File: src/rtl/ftrg_pkg.sv
// Frame time resolution governor: shared widths, constants, codes and
// the command/status structs between controller and datapath.
// No dependencies.
package ftrg_pkg;

  localparam int unsigned SeqW     = 64;
  localparam int unsigned TimeW    = 32;
  localparam int unsigned ScaleW   = 10;
  localparam int unsigned StatusW  = 2;
  localparam int unsigned CntW     = 6;
  localparam int unsigned CoolW    = 5;
  localparam int unsigned FiltW    = 40;
  localparam int unsigned CfgIdxW  = 3;
  localparam int unsigned CfgDataW = 32;

  // filter: f += round((x - f) * 13107 / 65536)
  localparam int unsigned AlphaW = 14;
  localparam int unsigned ProdW  = FiltW + AlphaW;
  localparam logic [AlphaW-1:0] AlphaNum  = 14'd13107;
  localparam logic [ProdW-1:0]  RoundHalf = ProdW'(32768);

  // thresholds: f*100 against target*256*102 and target*256*82
  localparam int unsigned CmpW = FiltW + 7;
  localparam logic [6:0]  FiltMul  = 7'd100;
  localparam logic [14:0] OverMul  = 15'd26112;
  localparam logic [14:0] UnderMul = 15'd20992;

  localparam logic [CntW-1:0]  DownSamples = 6'd3;
  localparam logic [CntW-1:0]  UpSamples   = 6'd45;
  localparam logic [CntW-1:0]  CntMax      = 6'd63;
  localparam logic [CoolW-1:0] CoolSamples = 5'd30;

  localparam logic [ScaleW-1:0] ResetMin    = 10'd500;
  localparam logic [ScaleW-1:0] ResetMax    = 10'd1000;
  localparam logic [ScaleW-1:0] ResetStep   = 10'd50;
  localparam logic [TimeW-1:0]  ResetTarget = 32'd16666667;
  localparam logic [ScaleW-1:0] ResetInit   = 10'd1000;

  typedef enum logic [CfgIdxW-1:0] {
    CFG_ENABLE     = 3'd0,
    CFG_MIN_SCALE  = 3'd1,
    CFG_MAX_SCALE  = 3'd2,
    CFG_SCALE_STEP = 3'd3,
    CFG_TARGET     = 3'd4,
    CFG_INIT_SCALE = 3'd5
  } cfg_idx_e;

  typedef enum logic [StatusW-1:0] {
    ST_REJECT  = 2'd0,
    ST_KEEP    = 2'd1,
    ST_CHANGED = 2'd2
  } status_e;

  typedef struct packed {
    logic ld_in;      // capture request payload
    logic chk;        // validity check, commit seq / first sample
    logic mul;        // filter product
    logic filt;       // filter accumulate
    logic cool;       // cooldown report
    logic scl;        // threshold products
    logic cnt;        // hysteresis counters
    logic step_dn;
    logic step_up;
    logic div_start;  // lattice remainder
    logic out_ld;
  } cmd_t;

  typedef struct packed {
    logic accept;
    logic filt_valid;
    logic cool_active;
    logic go_down;
    logic go_up;
    logic up_low;
    logic div_done;
  } sts_t;

endpackage

File: src/rtl/ftrg_req_if.sv
// Frame report request channel: valid/ready plus report fields.
// Depends on ftrg_pkg.
interface ftrg_req_if;
  logic                          valid;
  logic                          ready;
  logic [ftrg_pkg::SeqW-1:0]     submit_seq;
  logic [ftrg_pkg::TimeW-1:0]    frame_time_ns;
  logic [ftrg_pkg::ScaleW-1:0]   frame_scale_milli;

  modport source (output valid, output submit_seq, output frame_time_ns,
                  output frame_scale_milli, input ready);
  modport sink   (input valid, input submit_seq, input frame_time_ns,
                  input frame_scale_milli, output ready);
endinterface

File: src/rtl/ftrg_rsp_if.sv
// Governor result channel: valid/ready plus status, scale and change count.
// Depends on ftrg_pkg.
interface ftrg_rsp_if;
  logic                          valid;
  logic                          ready;
  logic [ftrg_pkg::StatusW-1:0]  status;
  logic [ftrg_pkg::ScaleW-1:0]   new_scale_milli;
  logic [ftrg_pkg::TimeW-1:0]    transition_total;

  modport source (output valid, output status, output new_scale_milli,
                  output transition_total, input ready);
  modport sink   (input valid, input status, input new_scale_milli,
                  input transition_total, output ready);
endinterface

File: src/rtl/ftrg_ctrl.sv
// Governor controller: sequences one request through the datapath and
// owns the request/result handshakes. Depends on ftrg_pkg.
module ftrg_ctrl (
  input  logic            clk_i,
  input  logic            rst_ni,
  input  logic            in_valid_i,
  output logic            in_ready_o,
  output logic            out_valid_o,
  input  logic            out_ready_i,
  input  ftrg_pkg::sts_t  sts_i,
  output ftrg_pkg::cmd_t  cmd_o
);

  typedef enum logic [3:0] {
    S_IDLE,
    S_CHECK,
    S_MUL,
    S_FILT,
    S_COOL,
    S_CMP,
    S_DECIDE,
    S_DIV,
    S_DONE
  } state_e;

  state_e state_q, state_d;
  logic   out_valid_q, out_valid_d;

  always_comb begin
    state_d     = state_q;
    out_valid_d = out_valid_q;
    cmd_o       = '0;
    if (out_valid_q && out_ready_i) begin
      out_valid_d = 1'b0;
    end
    unique case (state_q)
      S_IDLE: begin
        if (in_valid_i) begin
          cmd_o.ld_in = 1'b1;
          state_d     = S_CHECK;
        end
      end
      S_CHECK: begin
        cmd_o.chk = 1'b1;
        if (!sts_i.accept) begin
          state_d = S_DONE;
        end else if (sts_i.filt_valid) begin
          state_d = S_MUL;
        end else begin
          state_d = S_COOL;
        end
      end
      S_MUL: begin
        cmd_o.mul = 1'b1;
        state_d   = S_FILT;
      end
      S_FILT: begin
        cmd_o.filt = 1'b1;
        state_d    = S_COOL;
      end
      S_COOL: begin
        if (sts_i.cool_active) begin
          cmd_o.cool = 1'b1;
          state_d    = S_DONE;
        end else begin
          cmd_o.scl = 1'b1;
          state_d   = S_CMP;
        end
      end
      S_CMP: begin
        cmd_o.cnt = 1'b1;
        state_d   = S_DECIDE;
      end
      S_DECIDE: begin
        if (sts_i.go_down) begin
          cmd_o.step_dn = 1'b1;
          state_d       = S_DONE;
        end else if (sts_i.go_up && sts_i.up_low) begin
          cmd_o.div_start = 1'b1;
          state_d         = S_DIV;
        end else if (sts_i.go_up) begin
          cmd_o.step_up = 1'b1;
          state_d       = S_DONE;
        end else begin
          state_d = S_DONE;
        end
      end
      S_DIV: begin
        if (sts_i.div_done) begin
          cmd_o.step_up = 1'b1;
          state_d       = S_DONE;
        end
      end
      S_DONE: begin
        // output register frees up in the same cycle it is taken
        if (!out_valid_q || out_ready_i) begin
          cmd_o.out_ld = 1'b1;
          out_valid_d  = 1'b1;
          state_d      = S_IDLE;
        end
      end
      default: begin
        state_d = S_IDLE;
      end
    endcase
  end

  always_ff @(posedge clk_i or negedge rst_ni) begin
    if (!rst_ni) begin
      state_q     <= S_IDLE;
      out_valid_q <= 1'b0;
    end else begin
      state_q     <= state_d;
      out_valid_q <= out_valid_d;
    end
  end

  assign in_ready_o  = (state_q == S_IDLE);
  assign out_valid_o = out_valid_q;

endmodule

File: src/rtl/ftrg_rem.sv
// Restoring remainder unit for the scale lattice: one quotient bit per cycle.
// Depends on ftrg_pkg.
module ftrg_rem (
  input  logic                        clk_i,
  input  logic                        rst_ni,
  input  logic                        start_i,
  input  logic [ftrg_pkg::ScaleW-1:0] dividend_i,
  input  logic [ftrg_pkg::ScaleW-1:0] divisor_i,
  output logic [ftrg_pkg::ScaleW-1:0] rem_o,
  output logic                        done_o
);

  localparam int unsigned W    = ftrg_pkg::ScaleW;
  localparam int unsigned CntW = $clog2(W + 1);

  logic [W-1:0]    dvd_q, rem_q, dvs_q;
  logic [CntW-1:0] cnt_q;
  logic            busy_q;
  logic [W:0]      trial;
  logic [W:0]      diff;

  assign trial = {rem_q, dvd_q[W-1]};
  assign diff  = trial - {1'b0, dvs_q};

  always_ff @(posedge clk_i or negedge rst_ni) begin
    if (!rst_ni) begin
      busy_q <= 1'b0;
      cnt_q  <= '0;
    end else if (start_i) begin
      busy_q <= 1'b1;
      cnt_q  <= CntW'(W);
    end else if (busy_q) begin
      if (cnt_q == '0) begin
        busy_q <= 1'b0;
      end else begin
        cnt_q <= cnt_q - 1'b1;
      end
    end
  end

  always_ff @(posedge clk_i) begin
    if (start_i) begin
      dvd_q <= dividend_i;
      dvs_q <= divisor_i;
      rem_q <= '0;
    end else if (busy_q && (cnt_q != '0)) begin
      dvd_q <= {dvd_q[W-2:0], 1'b0};
      // remainder stays below the divisor, so W bits hold it
      rem_q <= diff[W] ? trial[W-1:0] : diff[W-1:0];
    end
  end

  assign rem_o  = rem_q;
  assign done_o = busy_q && (cnt_q == '0);

endmodule

File: src/rtl/ftrg_dp.sv
// Governor datapath: configuration registers, filter, thresholds,
// hysteresis counters, scale stepping and the result register.
// Depends on ftrg_pkg and ftrg_rem.
module ftrg_dp (
  input  logic                          clk_i,
  input  logic                          rst_ni,
  input  ftrg_pkg::cmd_t                cmd_i,
  output ftrg_pkg::sts_t                sts_o,
  input  logic                          cfg_we_i,
  input  logic [ftrg_pkg::CfgIdxW-1:0]  cfg_idx_i,
  input  logic [ftrg_pkg::CfgDataW-1:0] cfg_data_i,
  input  logic [ftrg_pkg::SeqW-1:0]     submit_seq_i,
  input  logic [ftrg_pkg::TimeW-1:0]    frame_time_ns_i,
  input  logic [ftrg_pkg::ScaleW-1:0]   frame_scale_milli_i,
  output logic [ftrg_pkg::StatusW-1:0]  status_o,
  output logic [ftrg_pkg::ScaleW-1:0]   new_scale_milli_o,
  output logic [ftrg_pkg::TimeW-1:0]    transition_total_o
);

  localparam int unsigned SW = ftrg_pkg::ScaleW;
  localparam int unsigned FW = ftrg_pkg::FiltW;
  localparam int unsigned PW = ftrg_pkg::ProdW;
  localparam int unsigned CW = ftrg_pkg::CmpW;

  // configuration
  logic                        enable_q;
  logic [SW-1:0]               min_q, max_q, step_q, init_q;
  logic [ftrg_pkg::TimeW-1:0]  target_q;
  // architectural state
  logic [SW-1:0]               cur_q;
  logic [ftrg_pkg::SeqW-1:0]   last_seq_q;
  logic [FW-1:0]               filt_q;
  logic                        fv_q;
  logic [ftrg_pkg::CntW-1:0]   over_q, under_q;
  logic [ftrg_pkg::CoolW-1:0]  cool_q;
  logic [ftrg_pkg::TimeW-1:0]  trans_q;
  // working registers
  logic [ftrg_pkg::SeqW-1:0]   seq_q;
  logic [ftrg_pkg::TimeW-1:0]  ft_q;
  logic [SW-1:0]               fs_q;
  logic [FW-1:0]               diff_q;
  logic                        up_dir_q;
  logic [PW-1:0]               prod_q;
  logic [CW-1:0]               f100_q, over_thr_q, under_thr_q;
  ftrg_pkg::status_e           res_q;
  // result register
  logic [ftrg_pkg::StatusW-1:0] out_status_q;
  logic [SW-1:0]                out_scale_q;
  logic [ftrg_pkg::TimeW-1:0]   out_trans_q;

  logic [FW-1:0]   x;
  logic            near;
  logic            accept;
  logic [SW-1:0]   step_eff;
  logic [SW+1:0]   dn_raw;
  logic [SW-1:0]   dn_val;
  logic [SW:0]     up_next;
  logic [SW-1:0]   up_val;
  logic [SW-1:0]   span;
  logic [SW-1:0]   rem;
  logic            rem_done;
  logic [FW-1:0]   adj;
  logic            en_rise;
  logic            up_low;
  logic [ftrg_pkg::CntW-1:0] over_inc, under_inc;

  assign x = {ft_q, 8'd0};

  // frame scale within one thousandth of the current scale
  assign near = (fs_q == cur_q) ||
                ({1'b0, fs_q} == ({1'b0, cur_q} + 11'd1)) ||
                (({1'b0, fs_q} + 11'd1) == {1'b0, cur_q});

  assign accept = enable_q && (seq_q != '0) && (seq_q > last_seq_q) &&
                  (ft_q != '0) && near;

  assign step_eff = (step_q == '0) ? SW'(1) : step_q;
  assign up_low   = (cur_q <= min_q);

  assign dn_raw = {2'b00, cur_q} - {2'b00, step_eff};
  assign dn_val = ($signed(dn_raw) > $signed({2'b00, min_q})) ? dn_raw[SW-1:0] : min_q;

  assign span = (max_q > min_q) ? (max_q - min_q) : '0;

  // lowest lattice point above the minimum: max - n*step == min + (span mod step)
  always_comb begin
    if (!up_low) begin
      up_next = {1'b0, cur_q} + {1'b0, step_eff};
    end else if (max_q <= min_q) begin
      up_next = {1'b0, max_q};
    end else if (rem == '0) begin
      up_next = {1'b0, min_q} + {1'b0, step_eff};
    end else begin
      up_next = {1'b0, min_q} + {1'b0, rem};
    end
  end
  assign up_val = (up_next < {1'b0, max_q}) ? up_next[SW-1:0] : max_q;

  ftrg_rem u_rem (
    .clk_i      (clk_i),
    .rst_ni     (rst_ni),
    .start_i    (cmd_i.div_start),
    .dividend_i (span),
    .divisor_i  (step_eff),
    .rem_o      (rem),
    .done_o     (rem_done)
  );

  assign adj       = FW'(prod_q[PW-1:16]);
  assign over_inc  = (over_q  < ftrg_pkg::CntMax) ? (over_q  + 1'b1) : over_q;
  assign under_inc = (under_q < ftrg_pkg::CntMax) ? (under_q + 1'b1) : under_q;
  assign en_rise   = cfg_we_i && (ftrg_pkg::cfg_idx_e'(cfg_idx_i) == ftrg_pkg::CFG_ENABLE) &&
                     cfg_data_i[0] && !enable_q;

  // configuration registers
  always_ff @(posedge clk_i or negedge rst_ni) begin
    if (!rst_ni) begin
      enable_q <= 1'b0;
      min_q    <= ftrg_pkg::ResetMin;
      max_q    <= ftrg_pkg::ResetMax;
      step_q   <= ftrg_pkg::ResetStep;
      target_q <= ftrg_pkg::ResetTarget;
      init_q   <= ftrg_pkg::ResetInit;
    end else if (cfg_we_i) begin
      unique case (ftrg_pkg::cfg_idx_e'(cfg_idx_i))
        ftrg_pkg::CFG_ENABLE:     enable_q <= cfg_data_i[0];
        ftrg_pkg::CFG_MIN_SCALE:  min_q    <= cfg_data_i[SW-1:0];
        ftrg_pkg::CFG_MAX_SCALE:  max_q    <= cfg_data_i[SW-1:0];
        ftrg_pkg::CFG_SCALE_STEP: step_q   <= cfg_data_i[SW-1:0];
        ftrg_pkg::CFG_TARGET:     target_q <= cfg_data_i[ftrg_pkg::TimeW-1:0];
        ftrg_pkg::CFG_INIT_SCALE: init_q   <= cfg_data_i[SW-1:0];
        default: ;
      endcase
    end
  end

  // governor state
  always_ff @(posedge clk_i or negedge rst_ni) begin
    if (!rst_ni) begin
      cur_q      <= ftrg_pkg::ResetInit;
      last_seq_q <= '0;
      filt_q     <= '0;
      fv_q       <= 1'b0;
      over_q     <= '0;
      under_q    <= '0;
      cool_q     <= '0;
      trans_q    <= '0;
    end else if (en_rise) begin
      cur_q      <= init_q;
      last_seq_q <= '0;
      filt_q     <= '0;
      fv_q       <= 1'b0;
      over_q     <= '0;
      under_q    <= '0;
      cool_q     <= '0;
      trans_q    <= '0;
    end else begin
      if (cmd_i.chk && accept) begin
        last_seq_q <= seq_q;
        if (!fv_q) begin
          filt_q <= x;
          fv_q   <= 1'b1;
        end
      end
      if (cmd_i.filt) begin
        filt_q <= up_dir_q ? (filt_q + adj) : (filt_q - adj);
      end
      if (cmd_i.cool) begin
        cool_q  <= cool_q - 1'b1;
        over_q  <= '0;
        under_q <= '0;
      end
      if (cmd_i.cnt) begin
        if (f100_q > over_thr_q) begin
          over_q  <= over_inc;
          under_q <= '0;
        end else if (f100_q < under_thr_q) begin
          under_q <= under_inc;
          over_q  <= '0;
        end else begin
          over_q  <= '0;
          under_q <= '0;
        end
      end
      if (cmd_i.step_dn || cmd_i.step_up) begin
        cur_q   <= cmd_i.step_dn ? dn_val : up_val;
        over_q  <= '0;
        under_q <= '0;
        cool_q  <= ftrg_pkg::CoolSamples;
        fv_q    <= 1'b0;
        trans_q <= trans_q + 1'b1;
      end
    end
  end

  // working and result registers
  always_ff @(posedge clk_i) begin
    if (cmd_i.ld_in) begin
      seq_q <= submit_seq_i;
      ft_q  <= frame_time_ns_i;
      fs_q  <= frame_scale_milli_i;
    end
    if (cmd_i.chk) begin
      up_dir_q <= (x >= filt_q);
      diff_q   <= (x >= filt_q) ? (x - filt_q) : (filt_q - x);
      res_q    <= accept ? ftrg_pkg::ST_KEEP : ftrg_pkg::ST_REJECT;
    end
    if (cmd_i.mul) begin
      prod_q <= PW'(diff_q) * PW'(ftrg_pkg::AlphaNum) + ftrg_pkg::RoundHalf;
    end
    if (cmd_i.scl) begin
      f100_q      <= CW'(filt_q) * CW'(ftrg_pkg::FiltMul);
      over_thr_q  <= CW'(target_q) * CW'(ftrg_pkg::OverMul);
      under_thr_q <= CW'(target_q) * CW'(ftrg_pkg::UnderMul);
    end
    if (cmd_i.step_dn || cmd_i.step_up) begin
      res_q <= ftrg_pkg::ST_CHANGED;
    end
    if (cmd_i.out_ld) begin
      out_status_q <= res_q;
      out_scale_q  <= cur_q;
      out_trans_q  <= trans_q;
    end
  end

  assign sts_o.accept      = accept;
  assign sts_o.filt_valid  = fv_q;
  assign sts_o.cool_active = (cool_q != '0);
  assign sts_o.go_down     = (over_q >= ftrg_pkg::DownSamples) && (cur_q > min_q);
  assign sts_o.go_up       = (under_q >= ftrg_pkg::UpSamples) && (cur_q < max_q);
  assign sts_o.up_low      = up_low;
  assign sts_o.div_done    = rem_done;

  assign status_o           = out_status_q;
  assign new_scale_milli_o  = out_scale_q;
  assign transition_total_o = out_trans_q;

endmodule

File: src/rtl/frame_time_resolution_governor.sv
// Frame time resolution governor top level: controller, datapath and ports.
// Depends on ftrg_pkg, ftrg_req_if, ftrg_rsp_if, ftrg_ctrl, ftrg_dp.
//
//   channel  dir  handshake        payload
//   req_i    in   valid/ready      submit_seq, frame_time_ns, frame_scale_milli
//   rsp_o    out  valid/ready      status, new_scale_milli, transition_total
//   cfg      in   cfg_we_i only    cfg_idx_i, cfg_data_i
//
// One request at a time: a rejected one goes from the check to the load;
// a first sample skips the filter; a sample in cooldown skips thresholds and
// counters; an up step from the minimum runs the bit-serial lattice remainder unit.
// The result sits in an output register; the next request is taken while
// it waits, and only the final load stalls on an untaken result.
// Reset is asynchronous, active low; no clearing pass is needed.
module frame_time_resolution_governor (
  input  logic                          clk_i,
  input  logic                          rst_ni,
  ftrg_req_if.sink                      req_i,
  ftrg_rsp_if.source                    rsp_o,
  input  logic                          cfg_we_i,
  input  logic [ftrg_pkg::CfgIdxW-1:0]  cfg_idx_i,
  input  logic [ftrg_pkg::CfgDataW-1:0] cfg_data_i
);

  ftrg_pkg::cmd_t cmd;
  ftrg_pkg::sts_t sts;

  ftrg_ctrl u_ctrl (
    .clk_i       (clk_i),
    .rst_ni      (rst_ni),
    .in_valid_i  (req_i.valid),
    .in_ready_o  (req_i.ready),
    .out_valid_o (rsp_o.valid),
    .out_ready_i (rsp_o.ready),
    .sts_i       (sts),
    .cmd_o       (cmd)
  );

  ftrg_dp u_dp (
    .clk_i               (clk_i),
    .rst_ni              (rst_ni),
    .cmd_i               (cmd),
    .sts_o               (sts),
    .cfg_we_i            (cfg_we_i),
    .cfg_idx_i           (cfg_idx_i),
    .cfg_data_i          (cfg_data_i),
    .submit_seq_i        (req_i.submit_seq),
    .frame_time_ns_i     (req_i.frame_time_ns),
    .frame_scale_milli_i (req_i.frame_scale_milli),
    .status_o            (rsp_o.status),
    .new_scale_milli_o   (rsp_o.new_scale_milli),
    .transition_total_o  (rsp_o.transition_total)
  );

`ifndef SYNTHESIS
  a_one_in_flight: assert property (@(posedge clk_i) disable iff (!rst_ni)
    (req_i.valid && req_i.ready) |=> !req_i.ready)
    else $error("second request taken while one is in flight");

  a_no_step_in_cool: assert property (@(posedge clk_i) disable iff (!rst_ni)
    (cmd.step_dn || cmd.step_up) |-> !sts.cool_active)
    else $error("scale step issued during cooldown");

  a_result_shown: assert property (@(posedge clk_i) disable iff (!rst_ni)
    cmd.out_ld |=> rsp_o.valid)
    else $error("result load did not raise valid");
`endif

endmodule
File: src/flat_wrapper.sv
// flat-port wrapper written by rule: the top's interface ports become plain ports
module frame_time_resolution_governor_flat 
  (clk_i, rst_ni, cfg_we_i, cfg_idx_i, cfg_data_i, req_i_valid, req_i_submit_seq, req_i_frame_time_ns, req_i_frame_scale_milli, req_i_ready, rsp_o_valid, rsp_o_status, rsp_o_new_scale_milli, rsp_o_transition_total, rsp_o_ready);
  ftrg_req_if req_i_i ();
  ftrg_rsp_if rsp_o_i ();
  input  logic clk_i;
  input  logic rst_ni;
  input  logic cfg_we_i;
  input  logic [ftrg_pkg::CfgIdxW-1:0] cfg_idx_i;
  input  logic [ftrg_pkg::CfgDataW-1:0] cfg_data_i;
  input wire logic [$bits(req_i_i.valid)-1:0] req_i_valid;
  input wire logic [$bits(req_i_i.submit_seq)-1:0] req_i_submit_seq;
  input wire logic [$bits(req_i_i.frame_time_ns)-1:0] req_i_frame_time_ns;
  input wire logic [$bits(req_i_i.frame_scale_milli)-1:0] req_i_frame_scale_milli;
  output wire logic [$bits(req_i_i.ready)-1:0] req_i_ready;
  output wire logic [$bits(rsp_o_i.valid)-1:0] rsp_o_valid;
  output wire logic [$bits(rsp_o_i.status)-1:0] rsp_o_status;
  output wire logic [$bits(rsp_o_i.new_scale_milli)-1:0] rsp_o_new_scale_milli;
  output wire logic [$bits(rsp_o_i.transition_total)-1:0] rsp_o_transition_total;
  input wire logic [$bits(rsp_o_i.ready)-1:0] rsp_o_ready;
  assign req_i_i.valid = req_i_valid;
  assign req_i_i.submit_seq = req_i_submit_seq;
  assign req_i_i.frame_time_ns = req_i_frame_time_ns;
  assign req_i_i.frame_scale_milli = req_i_frame_scale_milli;
  assign req_i_ready = req_i_i.ready;
  assign rsp_o_valid = rsp_o_i.valid;
  assign rsp_o_status = rsp_o_i.status;
  assign rsp_o_new_scale_milli = rsp_o_i.new_scale_milli;
  assign rsp_o_transition_total = rsp_o_i.transition_total;
  assign rsp_o_i.ready = rsp_o_ready;
  frame_time_resolution_governor u_core (.clk_i(clk_i), .rst_ni(rst_ni), .req_i(req_i_i), .rsp_o(rsp_o_i), .cfg_we_i(cfg_we_i), .cfg_idx_i(cfg_idx_i), .cfg_data_i(cfg_data_i));
endmodule
File: config.mk
export PLATFORM = sky130hd
export DESIGN_NAME = frame_time_resolution_governor_flat
export DESIGN_NICKNAME = d
export VERILOG_FILES = /design/src/rtl/ftrg_pkg.sv /design/src/rtl/ftrg_req_if.sv /design/src/rtl/ftrg_rsp_if.sv /design/src/rtl/ftrg_ctrl.sv /design/src/rtl/ftrg_rem.sv /design/src/rtl/ftrg_dp.sv /design/src/rtl/frame_time_resolution_governor.sv /design/src/flat_wrapper.sv
export SDC_FILE = /design/constraint.sdc
export NUM_CORES = 2
export LEC_CHECK = 0
export BUFFER_PORTS_ARGS = -buffer_cell sky130_fd_sc_hd__buf_2
export CORE_MARGIN = 2
export CORE_UTILIZATION = 50
export CTS_BUF_LIST = sky130_fd_sc_hd__clkbuf_16
export CTS_CLUSTER_DIAMETER = 80
export DETAILED_ROUTE_END_ITERATION = 8
export GPL_TIMING_DRIVEN = 0
export PLACE_DENSITY = 0.75
export SKIP_CTS_REPAIR_TIMING = 1
export SLEW_MARGIN = 40
export SYNTH_ARGS = -nofsm -noshare
export SYNTH_HDL_FRONTEND = slang
export SYNTH_HIERARCHICAL = 1
export SYNTH_SLANG_ARGS = --single-unit
File: constraint.sdc
create_clock -name clk_i -period 6.3 [get_ports clk_i]
set_input_delay 1.26 -clock clk_i [delete_from_list [all_inputs] [get_ports clk_i]]
set_output_delay 1.26 -clock clk_i [all_outputs]
set_load 0.03 [all_outputs]
==> impl_metrics.prom <==
# TYPE chip_impl_metric gauge
chip_impl_info{name="status",value="finished, violations left"} 1
chip_impl_info{name="violated_checks",value="setup timing"} 1
chip_impl_metric{name="period_needed",unit="ps"} 6398
chip_impl_metric{name="layout_setup_ws",unit="ps"} -97.75
chip_impl_metric{name="routed-via-count",unit=""} 45690
chip_impl_metric{name="timing.reg2reg.worst_path_depth",unit=""} 19
chip_impl_metric{name="clk_pin_slew_worst_paths",unit="ps"} 60
chip_impl_metric{name="drcViolationCount",unit=""} 0
chip_impl_metric{name="worst_slew_margin_rel",unit="%"} 41.02
chip_impl_metric{name="start_util",unit="%"} 50.27
chip_impl_metric{name="num_antenna_cells",unit=""} 0
chip_impl_metric{name="syn-cell-area",unit="mm^2"} 0.05826
chip_impl_metric{name="synth.top_cell.area_share",unit="%"} 19.02
chip_impl_metric{name="fin_hold_ws",unit="ps"} 439.6
chip_impl_metric{name="timing.final.hold_violations",unit=""} 0
chip_impl_metric{name="synth_area_per_cell",unit="um^2"} 9.614
chip_impl_metric{name="ys_types",unit=""} 89
chip_impl_info{name="cts-root-buf",value="clkbuf_16"} 1
chip_impl_metric{name="route.final.wire_length",unit="um"} 154800
chip_impl_metric{name="fillerInstances",unit=""} 9976
chip_impl_metric{name="layout-area-overhead-vs-synth",unit="%"} 11.76
chip_impl_metric{name="drtPass1Iterations",unit=""} 6
chip_impl_metric{name="drt.antenna.violating_nets",unit=""} 0
chip_impl_metric{name="via_count_of_the_first_global_routing_pass",unit=""} 45110
chip_impl_metric{name="clkLatencyLatePin",unit="ps"} 660
chip_impl_info{name="most-common-layout-cells",value="inv_1, ha_1, a21oi_1"} 1
chip_impl_metric{name="hpwlAfterDp",unit="um"} 124100
chip_impl_metric{name="proportion_of_synthesized_flip_flops_having_asynchronous_set_or_reset",unit="%"} 39.33
chip_impl_metric{name="tightest_slew",unit="ps"} 873.2
chip_impl_info{name="crit_path_start_kind",value="flop"} 1
chip_impl_metric{name="htree_levels",unit=""} 3
chip_impl_info{name="hp-start",value="u_core/u_dp/res_q[1]"} 1
chip_impl_info{name="worstSetupPathType",value="reg2reg"} 1
chip_impl_metric{name="fin_nets",unit=""} 7774
chip_impl_metric{name="avgViaCountPerCell",unit=""} 5.710
chip_impl_info{name="synth-main-ff-cell",value="edfxtp_1"} 1
chip_impl_metric{name="routedWlPerCell",unit="um"} 19.35
chip_impl_info{name="worstReg2RegStart",value="u_core/u_dp/diff_q[7]"} 1
chip_impl_metric{name="grt_max_degree",unit=""} 75
chip_impl_metric{name="antenna_found_initial",unit=""} 8
chip_impl_metric{name="floorplan.die_area",unit="mm^2"} 0.1193
chip_impl_info{name="hold_path_class",value="reg2reg"} 1
chip_impl_metric{name="globalRouteOverflowTotal",unit=""} 0
chip_impl_metric{name="period_share",unit="%"} 101.6
chip_impl_metric{name="place.gp.congestion",unit=""} 0.9855
chip_impl_metric{name="layoutNonFillerInstCount",unit=""} 8002
chip_impl_metric{name="regToRegSetupSlack",unit="ps"} -100
chip_impl_metric{name="number_of_i_o_port_buffers",unit=""} 189
chip_impl_metric{name="cts.path.max_buffers",unit=""} 3
chip_impl_metric{name="grt_util_all_layers",unit="%"} 25.28
chip_impl_metric{name="final.setup.tns",unit="ps"} -136.7
chip_impl_metric{name="global_route_wire_length_before_repair",unit="um"} 242200
chip_impl_metric{name="synth-edff-count",unit=""} 369
chip_impl_metric{name="synth.yosys.seq_area_share",unit="%"} 30.13
chip_impl_info{name="worst_r2r_endpoint",value="u_core/u_dp/prod_q[52]"} 1
chip_impl_metric{name="synth_net_count",unit=""} 7413
chip_impl_metric{name="cts_num_sinks",unit=""} 628
chip_impl_metric{name="cts_buffers",unit=""} 70
chip_impl_metric{name="fp.dieH",unit="um"} 345.4
chip_impl_metric{name="num_rows",unit=""} 125
chip_impl_metric{name="drv.max_cap_violation_count",unit=""} 0
chip_impl_metric{name="pin_count",unit=""} 192
chip_impl_info{name="layout_commonest_cell",value="inv_1"} 1
chip_impl_metric{name="initialDrtViolationCount",unit=""} 3136
chip_impl_metric{name="worstPathArrival",unit="ps"} 6800
chip_impl_metric{name="synthesis.instances",unit=""} 6060
chip_impl_metric{name="critical_path.max_fanout",unit=""} 5
chip_impl_metric{name="numPlacedInstances",unit=""} 7798
chip_impl_metric{name="coreArea",unit="mm^2"} 0.1159
chip_impl_metric{name="max_freq",unit="MHz"} 156.3
chip_impl_info{name="timing.critical_path.from",value="u_core/u_dp/diff_q[7]"} 1
chip_impl_metric{name="required_time_of_the_critical_path",unit="ps"} 6710
chip_impl_metric{name="synth-warning-count",unit=""} 6
chip_impl_info{name="clock_tree_from_tritoncts",value="done"} 1
chip_impl_info{name="synth_top_cell_by_area",value="edfxtp_1"} 1
chip_impl_metric{name="postLayoutCoreUtil",unit="%"} 56.18
chip_impl_info{name="ys_top_cells_by_area",value="edfxtp_1, ha_1, fa_1, dfrtp_1, inv_1"} 1
chip_impl_info{name="setup.worst_path.end_class",value="flop"} 1
chip_impl_metric{name="skew",unit="ps"} 33.36
chip_impl_info{name="endpoint",value="u_core/u_dp/prod_q[52]"} 1
chip_impl_metric{name="final_max_slew_viol_count",unit=""} 0
chip_impl_metric{name="ys_seq_elements",unit=""} 628
chip_impl_metric{name="fp.dieW",unit="um"} 345.4
chip_impl_metric{name="setup_violating_endpoint_count_in_the_final_report",unit=""} 2
chip_impl_metric{name="drive_gt1_share",unit="%"} 9.818
[stage by stage]
step                setup slack [ps]  area, um^2
floorplan                      157.7       58260
CTS                           -992.7       63790
global route                  -194.1       65110
detailed placement            -956.2       61550
finish                        -97.75       65110
global placement               -2024       61120
[logic make-up after synthesis]
family / share of synthesized area (%)
AOI/OAI and AO/OA: 14.65
adders and majority gates: 30.17
DFF: 30.13
muxes: 1.716
and+or+nand+nor: 10.41
buffers and inverters: 8.062
xor gates and xnor gates: 4.856
[routing by layer]
| metal | GRT usage [%] | share of wire [%] |
|---|---|---|
| met4 | 8.011 | 3.4 |
| met2 | 41.79 | 47 |
| met1 | 34.54 | 44 |
| met5 | 0 | 0.059 |
| met3 | 3.195 | 5.8 |
[area by class of cell]
| cell class | count | area [um^2] | area share [%] |
|---|---|---|---|
| Multi-Input combinational cell | 4196 | 36780 | 56.48 |
| Sequential cell | 628 | 17550 | 26.96 |
| Inverter | 1091 | 4101 | 6.299 |
| Timing Repair Buffer | 289 | 1929 | 2.963 |
| Tap cell | 1524 | 1907 | 2.929 |
| Clock buffer | 70 | 1752 | 2.690 |
| Buffer | 145 | 608.1 | 0.9339 |
| Clock inverter | 59 | 485.5 | 0.7456 |
[cell usage after synthesis, drive strengths merged, types with 94 or more instances]
| cell type | count |
|---|---|
| xnor2 | 187 |
| a21o | 178 |
| ha | 877 |
| dfrtp | 207 |
| xor2 | 136 |
| nand4 | 94 |
| edfxtp | 369 |
| nor2 | 324 |
| nor3 | 94 |
| nand2 | 345 |
| clkbuf | 116 |
| o21ai | 256 |
| a21oi | 393 |
| inv | 1090 |
| fa | 330 |
[worst min-delay path by stage]
| stage | end | slack [ps] | depth (start not counted) |
|---|---|---|---|
| 5_1_grt | u_core/u_dp/status_o[1] | 460 | 0 |
| 3_5_place_dp | u_core/u_dp/status_o[1] | 430 | 0 |
| 4_1_cts | u_core/u_dp/status_o[1] | 440 | 0 |
| 3_3_place_gp | u_core/u_dp/status_o[0] | 420 | 0 |
| 2_1_floorplan | u_core/u_dp/status_o[0] | 410 | 0 |
| 6_report | u_core/u_dp/status_o[1] | 440 | 0 |
[registers in the layout, summed over array words and instances (netlist names), 37 cells and up]
name,count
u_core/u_dp/last_seq_q,64
u_core/u_dp/seq_q,64
u_core/u_dp/f100_q,45
u_core/u_dp/diff_q,40
u_core/u_dp/filt_q,40
u_core/u_dp/prod_q,38
u_core/u_dp/under_thr_q,38
u_core/u_dp/over_thr_q,37
[worst max-delay path: stages, from the launching register on]
cell and delay (ps):
edfxtp_1 520, ha_4 360, xor2_2 230, ha_4 240, fa_1 550, inv_1 60
fa_1 540, inv_1 70, fa_1 610, fa_1 480, ha_4 260, a21o_1 200
a2111oi_4 360, o21ai_2 110, a41o_1 290, a311o_2 450, a31oi_4 300, or3_4 200
a21oi_1 60, o221a_2 250
Power is not shown: default switching activity piles up to over one toggle a cycle in this logic, so the estimate is an artifact.
